`config.mk`:
```
export PLATFORM = sky130hd
export DESIGN_NAME = tokenized_basic_relocator
export DESIGN_NICKNAME = d
export VERILOG_FILES = /design/src/hdl/trbr_pkg.sv /design/src/hdl/trbr_parser.sv /design/src/hdl/trbr_outq.sv /design/src/hdl/tokenized_basic_relocator.sv
export SDC_FILE = /design/constraint.sdc
export NUM_CORES = 1
export LEC_CHECK = 0
export ABC_CLOCK_PERIOD_IN_PS = 4000
export BUFFER_PORTS_ARGS = -buffer_cell sky130_fd_sc_hd__buf_2
export CAP_MARGIN = 20
export CORE_UTILIZATION = 50
export DETAILED_ROUTE_END_ITERATION = 6
export GPL_TIMING_DRIVEN = 0
export PLACE_DENSITY = 0.64
export SLEW_MARGIN = 20
export SYNTH_ARGS = -nofsm -noshare
export SYNTH_HDL_FRONTEND = slang
export SYNTH_SLANG_ARGS = --single-unit
```
`constraint.sdc`:
```
create_clock -name aclk -period 4 [get_ports aclk]
set_clock_uncertainty 0.15 [all_clocks]
set_input_delay 0.2 -clock aclk [delete_from_list [all_inputs] [get_ports aclk]]
set_output_delay 0.2 -clock aclk [all_outputs]
set_load 0.1 [all_outputs]
```
`src/hdl/trbr_pkg.sv`:
```
`timescale 1ns / 1ps

package trbr_pkg;

    // one result beat
    typedef struct packed {
        logic [7:0] data;
        logic       last;
        logic [1:0] status;
    } rslt_t;

    // results of one accepted input beat, in order: e0 then e1
    typedef struct packed {
        logic [1:0] cnt;
        rslt_t      e0;
        rslt_t      e1;
    } par_out_t;

endpackage

```
`src/hdl/trbr_parser.sv`:
```
`timescale 1ns / 1ps

module trbr_parser (
    input  logic              aclk,
    input  logic              aresetn,
    input  logic              accept,
    input  logic [7:0]        data_byte,
    input  logic              first_of_program,
    input  logic [15:0]       offset,
    output trbr_pkg::par_out_t res
);
    import trbr_pkg::*;

    // parser modes
    localparam logic [3:0] M_HEADER    = 4'd0;
    localparam logic [3:0] M_REJECT    = 4'd1;
    localparam logic [3:0] M_END       = 4'd2;
    localparam logic [3:0] M_LINK_LO   = 4'd3;
    localparam logic [3:0] M_LINK_HI   = 4'd4;
    localparam logic [3:0] M_SKIP      = 4'd5;
    localparam logic [3:0] M_STMT      = 4'd6;
    localparam logic [3:0] M_PTR_LO    = 4'd7;
    localparam logic [3:0] M_PTR_HI    = 4'd8;
    localparam logic [3:0] M_COLON     = 4'd9;
    localparam logic [3:0] M_COLON_REM = 4'd10;
    localparam logic [3:0] M_PREFIX_FF = 4'd11;
    localparam logic [3:0] M_AMP       = 4'd12;
    localparam logic [3:0] M_BINARY    = 4'd13;

    // status codes
    localparam logic [1:0] ST_RELOC  = 2'd0;
    localparam logic [1:0] ST_REJECT = 2'd1;
    localparam logic [1:0] ST_END    = 2'd2;

    // token and character codes
    localparam logic [7:0] TOK_EOL     = 8'h00;
    localparam logic [7:0] TOK_SKIP1A  = 8'h01;
    localparam logic [7:0] TOK_SKIP2A  = 8'h0B;
    localparam logic [7:0] TOK_SKIP2B  = 8'h0C;
    localparam logic [7:0] TOK_PTR     = 8'h0D;
    localparam logic [7:0] TOK_SKIP2C  = 8'h0E;
    localparam logic [7:0] TOK_SKIP1B  = 8'h0F;
    localparam logic [7:0] TOK_SKIP2D  = 8'h1C;
    localparam logic [7:0] TOK_SKIP4   = 8'h1D;
    localparam logic [7:0] TOK_SKIP8   = 8'h1F;
    localparam logic [7:0] CH_QUOTE    = 8'h22;
    localparam logic [7:0] CH_AMP      = 8'h26;
    localparam logic [7:0] CH_COLON    = 8'h3A;
    localparam logic [7:0] CH_BIN_B    = 8'h42;
    localparam logic [7:0] CH_ZERO     = 8'h30;
    localparam logic [7:0] CH_ONE      = 8'h31;
    localparam logic [7:0] TOK_REM     = 8'h8F;
    localparam logic [7:0] TOK_ELSE    = 8'hA1;
    localparam logic [7:0] TOK_APOS    = 8'hE6;
    localparam logic [7:0] TOK_PREFIX  = 8'hFF;
    localparam logic [7:0] HDR_MARK    = 8'hFF;

    typedef struct packed {
        logic [3:0] mode;
        logic [3:0] skip;
        logic       in_string;
        logic       in_remark;
    } pst_t;

    logic [3:0]  mode_reg;
    logic [3:0]  skip_reg;
    logic        in_string_reg;
    logic        in_remark_reg;
    logic [7:0]  held_reg;
    logic [7:0]  held_next;
    pst_t        cur;
    pst_t        st;
    logic        pre_v;
    logic [1:0]  m_cnt;
    rslt_t       m0;
    rslt_t       m1;
    rslt_t       pre;
    logic [15:0] word;
    par_out_t    out_c;

    // parse one ordinary statement byte
    function automatic pst_t stmt_byte(pst_t s, logic [7:0] b);
        pst_t r;
        r = s;
        if (b == TOK_EOL) begin
            r.in_string = 1'b0;
            r.in_remark = 1'b0;
            r.mode      = M_LINK_LO;
        end else begin
            r.mode = M_STMT;
            if (!s.in_remark && s.in_string) begin
                if (b == CH_QUOTE) r.in_string = 1'b0;
            end else if (!s.in_remark) begin
                case (b)
                    CH_QUOTE: r.in_string = 1'b1;
                    TOK_SKIP1A, TOK_SKIP1B: begin
                        r.skip = 4'd1;
                        r.mode = M_SKIP;
                    end
                    TOK_SKIP2A, TOK_SKIP2B, TOK_SKIP2C, TOK_SKIP2D: begin
                        r.skip = 4'd2;
                        r.mode = M_SKIP;
                    end
                    TOK_SKIP4: begin
                        r.skip = 4'd4;
                        r.mode = M_SKIP;
                    end
                    TOK_SKIP8: begin
                        r.skip = 4'd8;
                        r.mode = M_SKIP;
                    end
                    TOK_PTR:    r.mode = M_PTR_LO;
                    CH_AMP:     r.mode = M_AMP;
                    CH_COLON:   r.mode = M_COLON;
                    TOK_REM:    r.in_remark = 1'b1;
                    TOK_PREFIX: r.mode = M_PREFIX_FF;
                    default:    r.mode = M_STMT;
                endcase
            end
        end
        return r;
    endfunction

    assign cur  = '{mode: mode_reg, skip: skip_reg,
                    in_string: in_string_reg, in_remark: in_remark_reg};
    assign word = {data_byte, held_reg} + offset;

    // next parser state and the results of this beat
    always_comb begin
        st        = cur;
        held_next = held_reg;
        pre_v     = 1'b0;
        pre       = '{data: held_reg, last: 1'b0, status: ST_RELOC};
        m_cnt     = 2'd1;
        m0        = '{data: data_byte, last: 1'b0, status: ST_RELOC};
        m1        = '{data: 8'h00, last: 1'b0, status: ST_RELOC};

        // restart: flush a held low byte first
        if (first_of_program) begin
            if (cur.mode == M_LINK_HI || cur.mode == M_PTR_HI) pre_v = 1'b1;
            st.mode = M_HEADER;
        end

        case (st.mode)
            M_HEADER: begin
                st.in_string = 1'b0;
                st.in_remark = 1'b0;
                st.skip      = 4'd0;
                if (data_byte == HDR_MARK) begin
                    m0.data = 8'h00;
                    st.mode = M_LINK_LO;
                end else begin
                    m0.status = ST_REJECT;
                    st.mode   = M_REJECT;
                end
            end
            M_REJECT: m0.status = ST_REJECT;
            M_LINK_LO: begin
                m_cnt     = 2'd0;
                held_next = data_byte;
                st.mode   = M_LINK_HI;
            end
            M_LINK_HI: begin
                m_cnt = 2'd2;
                if (held_reg == 8'h00 && data_byte == 8'h00) begin
                    m0      = '{data: 8'h00, last: 1'b0, status: ST_END};
                    m1      = '{data: 8'h00, last: 1'b0, status: ST_END};
                    st.mode = M_END;
                end else begin
                    m0.data      = word[7:0];
                    m1.data      = word[15:8];
                    st.in_string = 1'b0;
                    st.in_remark = 1'b0;
                    st.skip      = 4'd2;
                    st.mode      = M_SKIP;
                end
            end
            M_SKIP: begin
                if (st.skip != 4'd0) st.skip = st.skip - 4'd1;
                if (st.skip == 4'd0) st.mode = M_STMT;
            end
            M_STMT: st = stmt_byte(st, data_byte);
            M_PTR_LO: begin
                m_cnt     = 2'd0;
                held_next = data_byte;
                st.mode   = M_PTR_HI;
            end
            M_PTR_HI: begin
                m_cnt   = 2'd2;
                m0.data = word[7:0];
                m1.data = word[15:8];
                st.mode = M_STMT;
            end
            M_COLON: begin
                if (data_byte == TOK_ELSE)     st.mode = M_STMT;
                else if (data_byte == TOK_REM) st.mode = M_COLON_REM;
                else                           st = stmt_byte(st, data_byte);
            end
            M_COLON_REM: begin
                if (data_byte == TOK_APOS) begin
                    st.in_remark = 1'b1;
                    st.mode      = M_STMT;
                end else begin
                    st = stmt_byte(st, data_byte);
                end
            end
            M_PREFIX_FF: begin
                if (data_byte inside {8'h3E, [8'h81:8'h8D], [8'h8F:8'hAF], 8'hB0})
                    st.mode = M_STMT;
                else
                    st = stmt_byte(st, data_byte);
            end
            M_AMP: begin
                if (data_byte == CH_BIN_B) st.mode = M_BINARY;
                else                       st = stmt_byte(st, data_byte);
            end
            M_BINARY: begin
                if (data_byte != CH_ZERO && data_byte != CH_ONE)
                    st = stmt_byte(st, data_byte);
            end
            M_END: m0.status = ST_END;
            default: begin
                m0.status = ST_END;
                st.mode   = M_END;
            end
        endcase
    end

    // order the results and flag the final one
    always_comb begin
        out_c = '0;
        if (pre_v) begin
            out_c.e0 = pre;
            out_c.e1 = m0;
            out_c.cnt = 2'd2;
            out_c.e1.last = 1'b1;
        end else begin
            out_c.e0  = m0;
            out_c.e1  = m1;
            out_c.cnt = m_cnt;
            if (m_cnt == 2'd2) out_c.e1.last = 1'b1;
            else               out_c.e0.last = 1'b1;
        end
        if (!accept) out_c.cnt = 2'd0;
    end

    assign res = out_c;

    // advance parser state on each accepted beat
    always_ff @(posedge aclk) begin
        if (!aresetn) begin
            mode_reg      <= M_HEADER;
            skip_reg      <= 4'd0;
            in_string_reg <= 1'b0;
            in_remark_reg <= 1'b0;
            held_reg      <= 8'h00;
        end else if (accept) begin
            mode_reg      <= st.mode;
            skip_reg      <= st.skip;
            in_string_reg <= st.in_string;
            in_remark_reg <= st.in_remark;
            held_reg      <= held_next;
        end
    end

`ifndef NO_ASSERTIONS
    a_skip_nonzero: assert property (@(posedge aclk) disable iff (!aresetn)
        mode_reg == M_SKIP |-> skip_reg != 4'd0)
        else $error("skip mode with empty skip count");

    a_low_byte_held: assert property (@(posedge aclk) disable iff (!aresetn)
        (accept && !first_of_program && (mode_reg == M_LINK_LO || mode_reg == M_PTR_LO))
        |-> res.cnt == 2'd0)
        else $error("low byte of a word was not held");
`endif

endmodule

```
`src/hdl/trbr_outq.sv`:
```
`timescale 1ns / 1ps

module trbr_outq (
    input  logic               aclk,
    input  logic               aresetn,
    input  trbr_pkg::par_out_t par,
    output logic               room,
    output logic               m_valid,
    input  logic               m_ready,
    output trbr_pkg::rslt_t    m_data
);
    import trbr_pkg::*;

    localparam int DEPTH = 4;
    localparam int PW    = $clog2(DEPTH);
    localparam int CW    = $clog2(DEPTH + 1);

    rslt_t          mem_reg [DEPTH];
    logic [PW-1:0]  wr_ptr_reg;
    logic [PW-1:0]  wr_ptr_next;
    logic [PW-1:0]  rd_ptr_reg;
    logic [PW-1:0]  rd_ptr_next;
    logic [CW-1:0]  cnt_reg;
    logic [CW-1:0]  cnt_next;
    logic           pop;

    assign pop     = m_valid && m_ready;
    assign m_valid = (cnt_reg != CW'(0));
    assign m_data  = mem_reg[rd_ptr_reg];
    // take a new input beat only while two entries are free
    assign room    = (cnt_reg <= CW'(DEPTH - 2));

    always_comb begin
        wr_ptr_next = wr_ptr_reg + PW'(par.cnt);
        rd_ptr_next = pop ? rd_ptr_reg + PW'(1) : rd_ptr_reg;
        cnt_next    = cnt_reg + CW'(par.cnt) - CW'(pop);
    end

    // write up to two result beats in order
    always_ff @(posedge aclk) begin
        if (par.cnt != 2'd0) mem_reg[wr_ptr_reg] <= par.e0;
        if (par.cnt == 2'd2) mem_reg[wr_ptr_reg + PW'(1)] <= par.e1;
    end

    always_ff @(posedge aclk) begin
        if (!aresetn) begin
            wr_ptr_reg <= '0;
            rd_ptr_reg <= '0;
            cnt_reg    <= '0;
        end else begin
            wr_ptr_reg <= wr_ptr_next;
            rd_ptr_reg <= rd_ptr_next;
            cnt_reg    <= cnt_next;
        end
    end

`ifndef NO_ASSERTIONS
    a_no_overflow: assert property (@(posedge aclk) disable iff (!aresetn)
        cnt_reg <= CW'(DEPTH))
        else $error("result queue overflow");

    a_count_holds: assert property (@(posedge aclk) disable iff (!aresetn)
        (par.cnt == 2'd0 && !pop) |=> $stable(cnt_reg))
        else $error("queue count moved without a push or pop");
`endif

endmodule

```
`src/hdl/tokenized_basic_relocator.sv`:
```
`timescale 1ns / 1ps

// Result beats are registered in a four-entry result queue before they reach the output.
// Throughput: one input beat per cycle while s_ready is high; a link or 0x0D word gives
// its two bytes after its high byte, drained one per cycle while m_ready is high.
// Input ready drops only while the queue holds more than two beats.
// Reset (aresetn low, synchronous): parser expects a header, queue empties, offset is 16.
module tokenized_basic_relocator (
    input  logic        aclk,
    input  logic        aresetn,
    input  logic        cfg_valid,
    output logic        cfg_ready,
    input  logic [15:0] cfg_data,
    input  logic        s_valid,
    output logic        s_ready,
    input  logic [7:0]  s_data_byte,
    input  logic        s_first_of_program,
    output logic        m_valid,
    input  logic        m_ready,
    output logic [7:0]  m_out_byte,
    output logic        m_last_of_run,
    output logic [1:0]  m_status
);
    import trbr_pkg::*;

    logic [15:0] offset_reg;
    logic        accept;
    par_out_t    par;
    rslt_t       head;

    assign cfg_ready = 1'b1;
    assign accept    = s_valid && s_ready;

    // hold the address offset
    always_ff @(posedge aclk) begin
        if (!aresetn) begin
            offset_reg <= 16'd16;
        end else if (cfg_valid) begin
            offset_reg <= cfg_data;
        end
    end

    trbr_parser u_parser (
        .aclk             (aclk),
        .aresetn          (aresetn),
        .accept           (accept),
        .data_byte        (s_data_byte),
        .first_of_program (s_first_of_program),
        .offset           (offset_reg),
        .res              (par)
    );

    trbr_outq u_outq (
        .aclk    (aclk),
        .aresetn (aresetn),
        .par     (par),
        .room    (s_ready),
        .m_valid (m_valid),
        .m_ready (m_ready),
        .m_data  (head)
    );

    assign m_out_byte    = head.data;
    assign m_last_of_run = head.last;
    assign m_status      = head.status;

endmodule
```
# ---- Yosys cells after proc, flatten, opt, wreduce, memory -nomap -nowiden
# Memory sizes are Yosys's and may differ from the RTL's. A register that Yosys moved wholly into a read port is not among the register bits.
# Cells that the tools add are included.
dict set report word_totals {
  out_inout_bits 14
  elab_cells 189
  reg_bits 41
  ram_bits 44
  n_memories 1
  input_bits 30
}
dict set report op_classes {
  reduce_logical 30
  mux 72
  n_eq_ne 65
  add_sub_neg 7
  magnitude_cmp 5
}
# name words width read_ports rd_ports_with_merged_regs write_ports line_no
set mem_list {}
lappend mem_list {u_outq.mem_reg 4 11 1 1 2 trbr_outq.sv:18} ;# rslt_t mem_reg [DEPTH];
# op n
set ops {}
lappend ops {{4-bit two-way mux} 15}
lappend ops {{4-bit one-hot mux with 13 select lines} 1}
lappend ops {{10-bit two-way mux} 5}
lappend ops {{8-bit two-way mux} 6}
lappend ops {{8-bit by 4-bit equality test with 1-bit output, second input constant} 5}
lappend ops {{8-bit equality test, second input constant} 5}
lappend ops {{2-bit != test, second input constant} 19}
lappend ops {{4-bit one-hot mux with 9 select lines} 1}
lappend ops {{8-bit by 6-bit equality test with 1-bit output, second input constant} 4}
lappend ops {{6-bit two-way mux} 5}
lappend ops {{4-bit equality test, second input constant} 7}
lappend ops {{8-bit by 5-bit equality test with 1-bit output, second input constant} 3}
lappend ops {{24-bit two-way mux} 1}
lappend ops {{8-bit one-hot mux with 3 select lines} 1}
lappend ops {{22-bit AND reduction} 1}
lappend ops {{4-bit by 3-bit equality test with 1-bit output, second input constant} 5}
lappend ops {{1-bit two-way mux} 20}
lappend ops {{4-bit one-hot mux with 5 select lines} 1}
lappend ops {{2-bit two-way mux} 9}
lappend ops {{16-bit adder} 1}
lappend ops {{8-bit greater-or-equal comparator, second input constant} 2}
lappend ops {{8-bit less-or-equal comparator, second input constant} 2}
lappend ops {{8-bit zero test} 2}
lappend ops {{8-bit by 6-bit != test with 1-bit output, second input constant} 2}
lappend ops {{other kinds (38)} 56}

# ---- Depth between registers and ports, before layout
dict set report depth {
  ltp_word 11
  mapped_depth 14
  ltp_nobuf 12
}

# ---- By module
# From an unflattened synthesis, not the netlist that was laid out.
dict set report unflattened {
  cells_unflattened 660
  hier_area_um2 6418.7
}
# mod n_inst seq_area_each_um2 area_per_inst_um2 cells_per_inst
set by_module_without_submodules {}
lappend by_module_without_submodules {trbr_parser 1 360.3 3134.3 445}
lappend by_module_without_submodules {trbr_outq 1 1501.4 2653.8 161}
lappend by_module_without_submodules {tokenized_basic_relocator 1 320.3 630.6 54}

# ---- Worst setup path after synthesis
# OpenSTA, ideal clock, no wires.
dict set report synth_timing {
  kind {flip-flop to flip-flop}
  startpoint {register u_outq.cnt_reg[0]}
  endpoint {memory u_outq.mem_reg[0][0] (netlist name) (enable)}
  slack_ps 529
  path_buffers 0
  stages_incl_launch_ff 5
  period_less_slack_ps 3471
  setup_ps 394
  t_required_ps 3456
  arrival_ps 2927
  path_cell_list {dfxtp_1 -> a21oi_2 -> nand2_1 -> or3_1 -> o21ai_0}
}
# element line_no
set synth_lines {}
lappend synth_lines {{from (decl)} trbr_outq.sv:23} ;# logic [CW-1:0] cnt_reg;
lappend synth_lines {{from (signal assigned)} trbr_outq.sv:53} ;# cnt_reg <= cnt_next;
lappend synth_lines {{to (decl)} trbr_outq.sv:18}

==> results.yml <==
run_status:
  outcome: "completed"
yosys:
  ys_async_sr_fraction_pct: 0
  synth.avg_cell_area_um2: 8.63
  synth_top_area_cell: "edfxtp_1"
  synth_top_flop_cell: "edfxtp_1"
  synth-edff-count: 44
  yosys_warnings: 0
  synth_nets: 777
  synth_seq_cells: 87
  yosysSeqAreaShare_pct: 34.9
  synth_top_area_share_pct: 21.1
  synthTopCellsByArea: "edfxtp_1 21%, dfxtp_1 14%, nand2_1 5.2%"
  ys_types: 78
  synth_area_um2: 6260
  synth_cells: 725
sta:
  fmax_mhz: 292
  rsz0062_at_grt: "false"
  period_minus_slack_ps: 3420
  finalHoldViolations: 0
  slew_viol_final: 0
  tns_ps: 0
  worst_slew_pin_slew_ps: 1030
  setup_violations: 0
  max_slew_margin_pct: 31.0
  post-route-period-util_pct: 85.6
critical_path:
  path_cells: "ha_1, fa_1, a21o_1, and4_4, o21a_1, a221o_1, a311oi_2, xor2_1, o221ai_1"
  cpMaxStageDelayCell: "xor2_1"
  slowest_delay_ps: 500
  cp-end-kind: "register"
  cp-start-kind: "register"
  crit_type: "register to register"
  crit_arrival_ps: 3330
  required_ps: 3910
  cp_max_fo: 7
power_and_ir_drop:
  cellPowerDensity_nw_per_um2: 533
  clockPowerShare_pct: 21.1
  pwr-share-seq_pct: 31.1
  leakagePower_nw: 2.65
  intPower_mw: 2.07
  irDropWorstVdd_mv: 0.217
  p_sw_mw: 1.74
  pwr-share-comb_pct: 47.7
  switching_share_pct: 45.8
  total_power_mw: 3.81
cells_and_area:
  largest_reg_flops: 44
  final_common_cell: "nand2_1"
  nFillCells: 1116
  final_cell_count_no_fill: 970
  antenna_cells: 0
  design_area_um2: 7140
  num-nets-final: 849
  area_delta_synth_final_pct: 14.1
  layout_common_cells: "86 x nand2_1, 69 x nor2_1, 58 x buf_2"
  drive_above_1_share_pct: 13.8
  multi_input_area_um2: 3830
  utilization_pct: 59.0
  regArea_um2: 2180
global_route:
  gr-total-overflow: 0
  grt_pass1_vias: 5676
  antenna_found_initial: 0
  grt_pass1_wl_mm: 30.2
  track_usage_pct: 30.3
  grt_max_degree: 16
die:
  start_util_pct: 51.7
  dieArea_um2: 13000
  dieHeight_um: 114
  dieWidth_um: 114
  rows: 40
  core_um2: 12100
  ios: 44
detailed_routing:
  ant_nets: 0
  first_pass_iters: 6
  wl_per_cell_um: 19.4
  wirelength_mm: 18.8
  drt-vias-per-instance: 6.24
  vias: 6056
  dr.first_iter.drc_count: 701
  drc: 0
clocking:
  clock_latency_ps: 360
  cts_made_buffers: 9
  path_clk_slew_ps: 70
  clock_path_buffers: 2
  clkSinkCount: 87
  htree_levels: 3
  cts_tree: "built"
  cts_setup_buffers: 0
  cts_root_buffer: "clkbuf_16"
job:
  max-cap-violations: 0
placed_design:
  place_congestion: 0.978
  dp.cells: 937
  hpwl_mm: 14.5
  port_buffers: 41
  placedInstanceArea_um2: 6700
min_path:
  hold_path_class: "input port to register"
-- critical path, delay by kind of cell (launching register included) --
family / cells / cell delay [ps]
flip-flops: 1 / 370
XOR/XNOR: 1 / 500
AND/OR/NAND/NOR: 1 / 190
AO/OA/AOI/OAI: 5 / 1240
adder cells (fa/ha/maj): 2 / 680
-- cell type report --
cell class	instances	area share (%)
Multi-Input combinational cell	579	53.6
Sequential cell	87	30.5
Tap cell	168	2.94
Buffer	45	2.82
Inverter	14	0.736
Clock inverter	6	0.595
Clock buffer	10	3.20
Timing Repair Buffer	61	5.57
-- cell families (layout without fill, tap and decap cells) --
group,Yosys count,count (layout),synth area share [%]
other,1,1,0.0599
buffers and inverters,59,136,4.06
multiplexers,33,33,7.50
adder cells (fa/ha/maj),22,22,4.64
XOR/XNOR,23,23,3.22
AND/OR/NAND/NOR,274,274,21.8
AO/OA/AOI/OAI,226,226,23.8
flip-flops,87,87,34.9
-- power groups by stage --
| stage | clock, mW | combinational (mW) | sequential (mW) |
|---|---|---|---|
| floorplan | 0 | 1.42 | 1.19 |
| global placement | 0 | 1.76 | 1.20 |
| detailed placement | 0 | 1.79 | 1.21 |
| CTS | 0.812 | 1.81 | 1.19 |
| global route | 0.840 | 1.95 | 1.20 |
| finish | 0.806 | 1.82 | 1.19 |
-- per-layer routing --
metal  vias to the layer above  wire [um]  GRT usage (%)  share of wire, %
met5                         -          0              0                 0
li1                       2886          -              -                 -
met3                        39       1230           4.57               6.5
met2                       269       8820           50.2                47
met4                         0        546           11.2               2.9
met1                      2862       8240           40.2                44
-- cell usage after synthesis (3+ instances only) --
| library cell | n |
|---|---|
| nand2_1 | 86 |
| nor2_1 | 69 |
| a21oi_1 | 55 |
| o21ai_0 | 49 |
| edfxtp_1 | 44 |
| dfxtp_1 | 43 |
| mux2i_1 | 21 |
| clkbuf_1 | 20 |
| ha_1 | 20 |
| nand3_1 | 19 |
| buf_2 | 17 |
| xnor2_1 | 17 |
| nand2b_1 | 14 |
| inv_1 | 13 |
| o211ai_1 | 13 |
| a31oi_1 | 12 |
| o22ai_1 | 12 |
| a211oi_1 | 11 |
| mux4_2 | 11 |
| nand4_1 | 11 |
| a21o_1 | 10 |
| and3_1 | 10 |
| nor2b_1 | 10 |
| nor3_1 | 10 |
| o221ai_1 | 8 |
| and2_1 | 6 |
| o21a_1 | 6 |
| xor2_1 | 6 |
| a221o_1 | 5 |
| a32oi_1 | 5 |
| buf_1 | 5 |
| nor4_1 | 5 |
| or2_2 | 5 |
| or3_1 | 5 |
| nor4b_1 | 4 |
| a2111oi_0 | 3 |
| a311oi_1 | 3 |
| buf_4 | 3 |
| nand3b_1 | 3 |
| o21ai_1 | 3 |
-- path summary, 6_finish.rpt --
kind,from,to,slack (ps),depth (start not counted)
min,aresetn,u_parser.in_remark_reg$_SDFFE_PN0P_,70,2
min reg2reg,u_parser.held_reg[3]$_SDFFE_PN0P_,u_parser.held_reg[3]$_SDFFE_PN0P_,350,2
max,u_parser.held_reg[0]$_SDFFE_PN0P_,u_outq.mem_reg[1][9]$_DFFE_PP_,580,9
max reg2reg,u_parser.held_reg[0]$_SDFFE_PN0P_,u_outq.mem_reg[1][9]$_DFFE_PP_,580,9
-- stage by stage --
| stage | hold slack (ps) | setup slack, ps |
|---|---|---|
| 2_1_floorplan | 112 | 529 |
| 6_report | 74.8 | 577 |
| 3_3_place_gp | 269 | 638 |
| 3_5_place_dp | 283 | 650 |
| 4_1_cts | 62.1 | 624 |
| 5_1_grt | 80.4 | 420 |
-- what timing repair did --
| action | 4_1_cts | 5_1_grt |
|---|---|---|
| hold endpoints to repair | 16 | 0 |
| hold buffers | 17 | 0 |
| resized for setup | 0 | 0 |
| endpoints found under the setup margin | 0 | 0 |
Note: power is estimated with default switching activity, not from simulation.
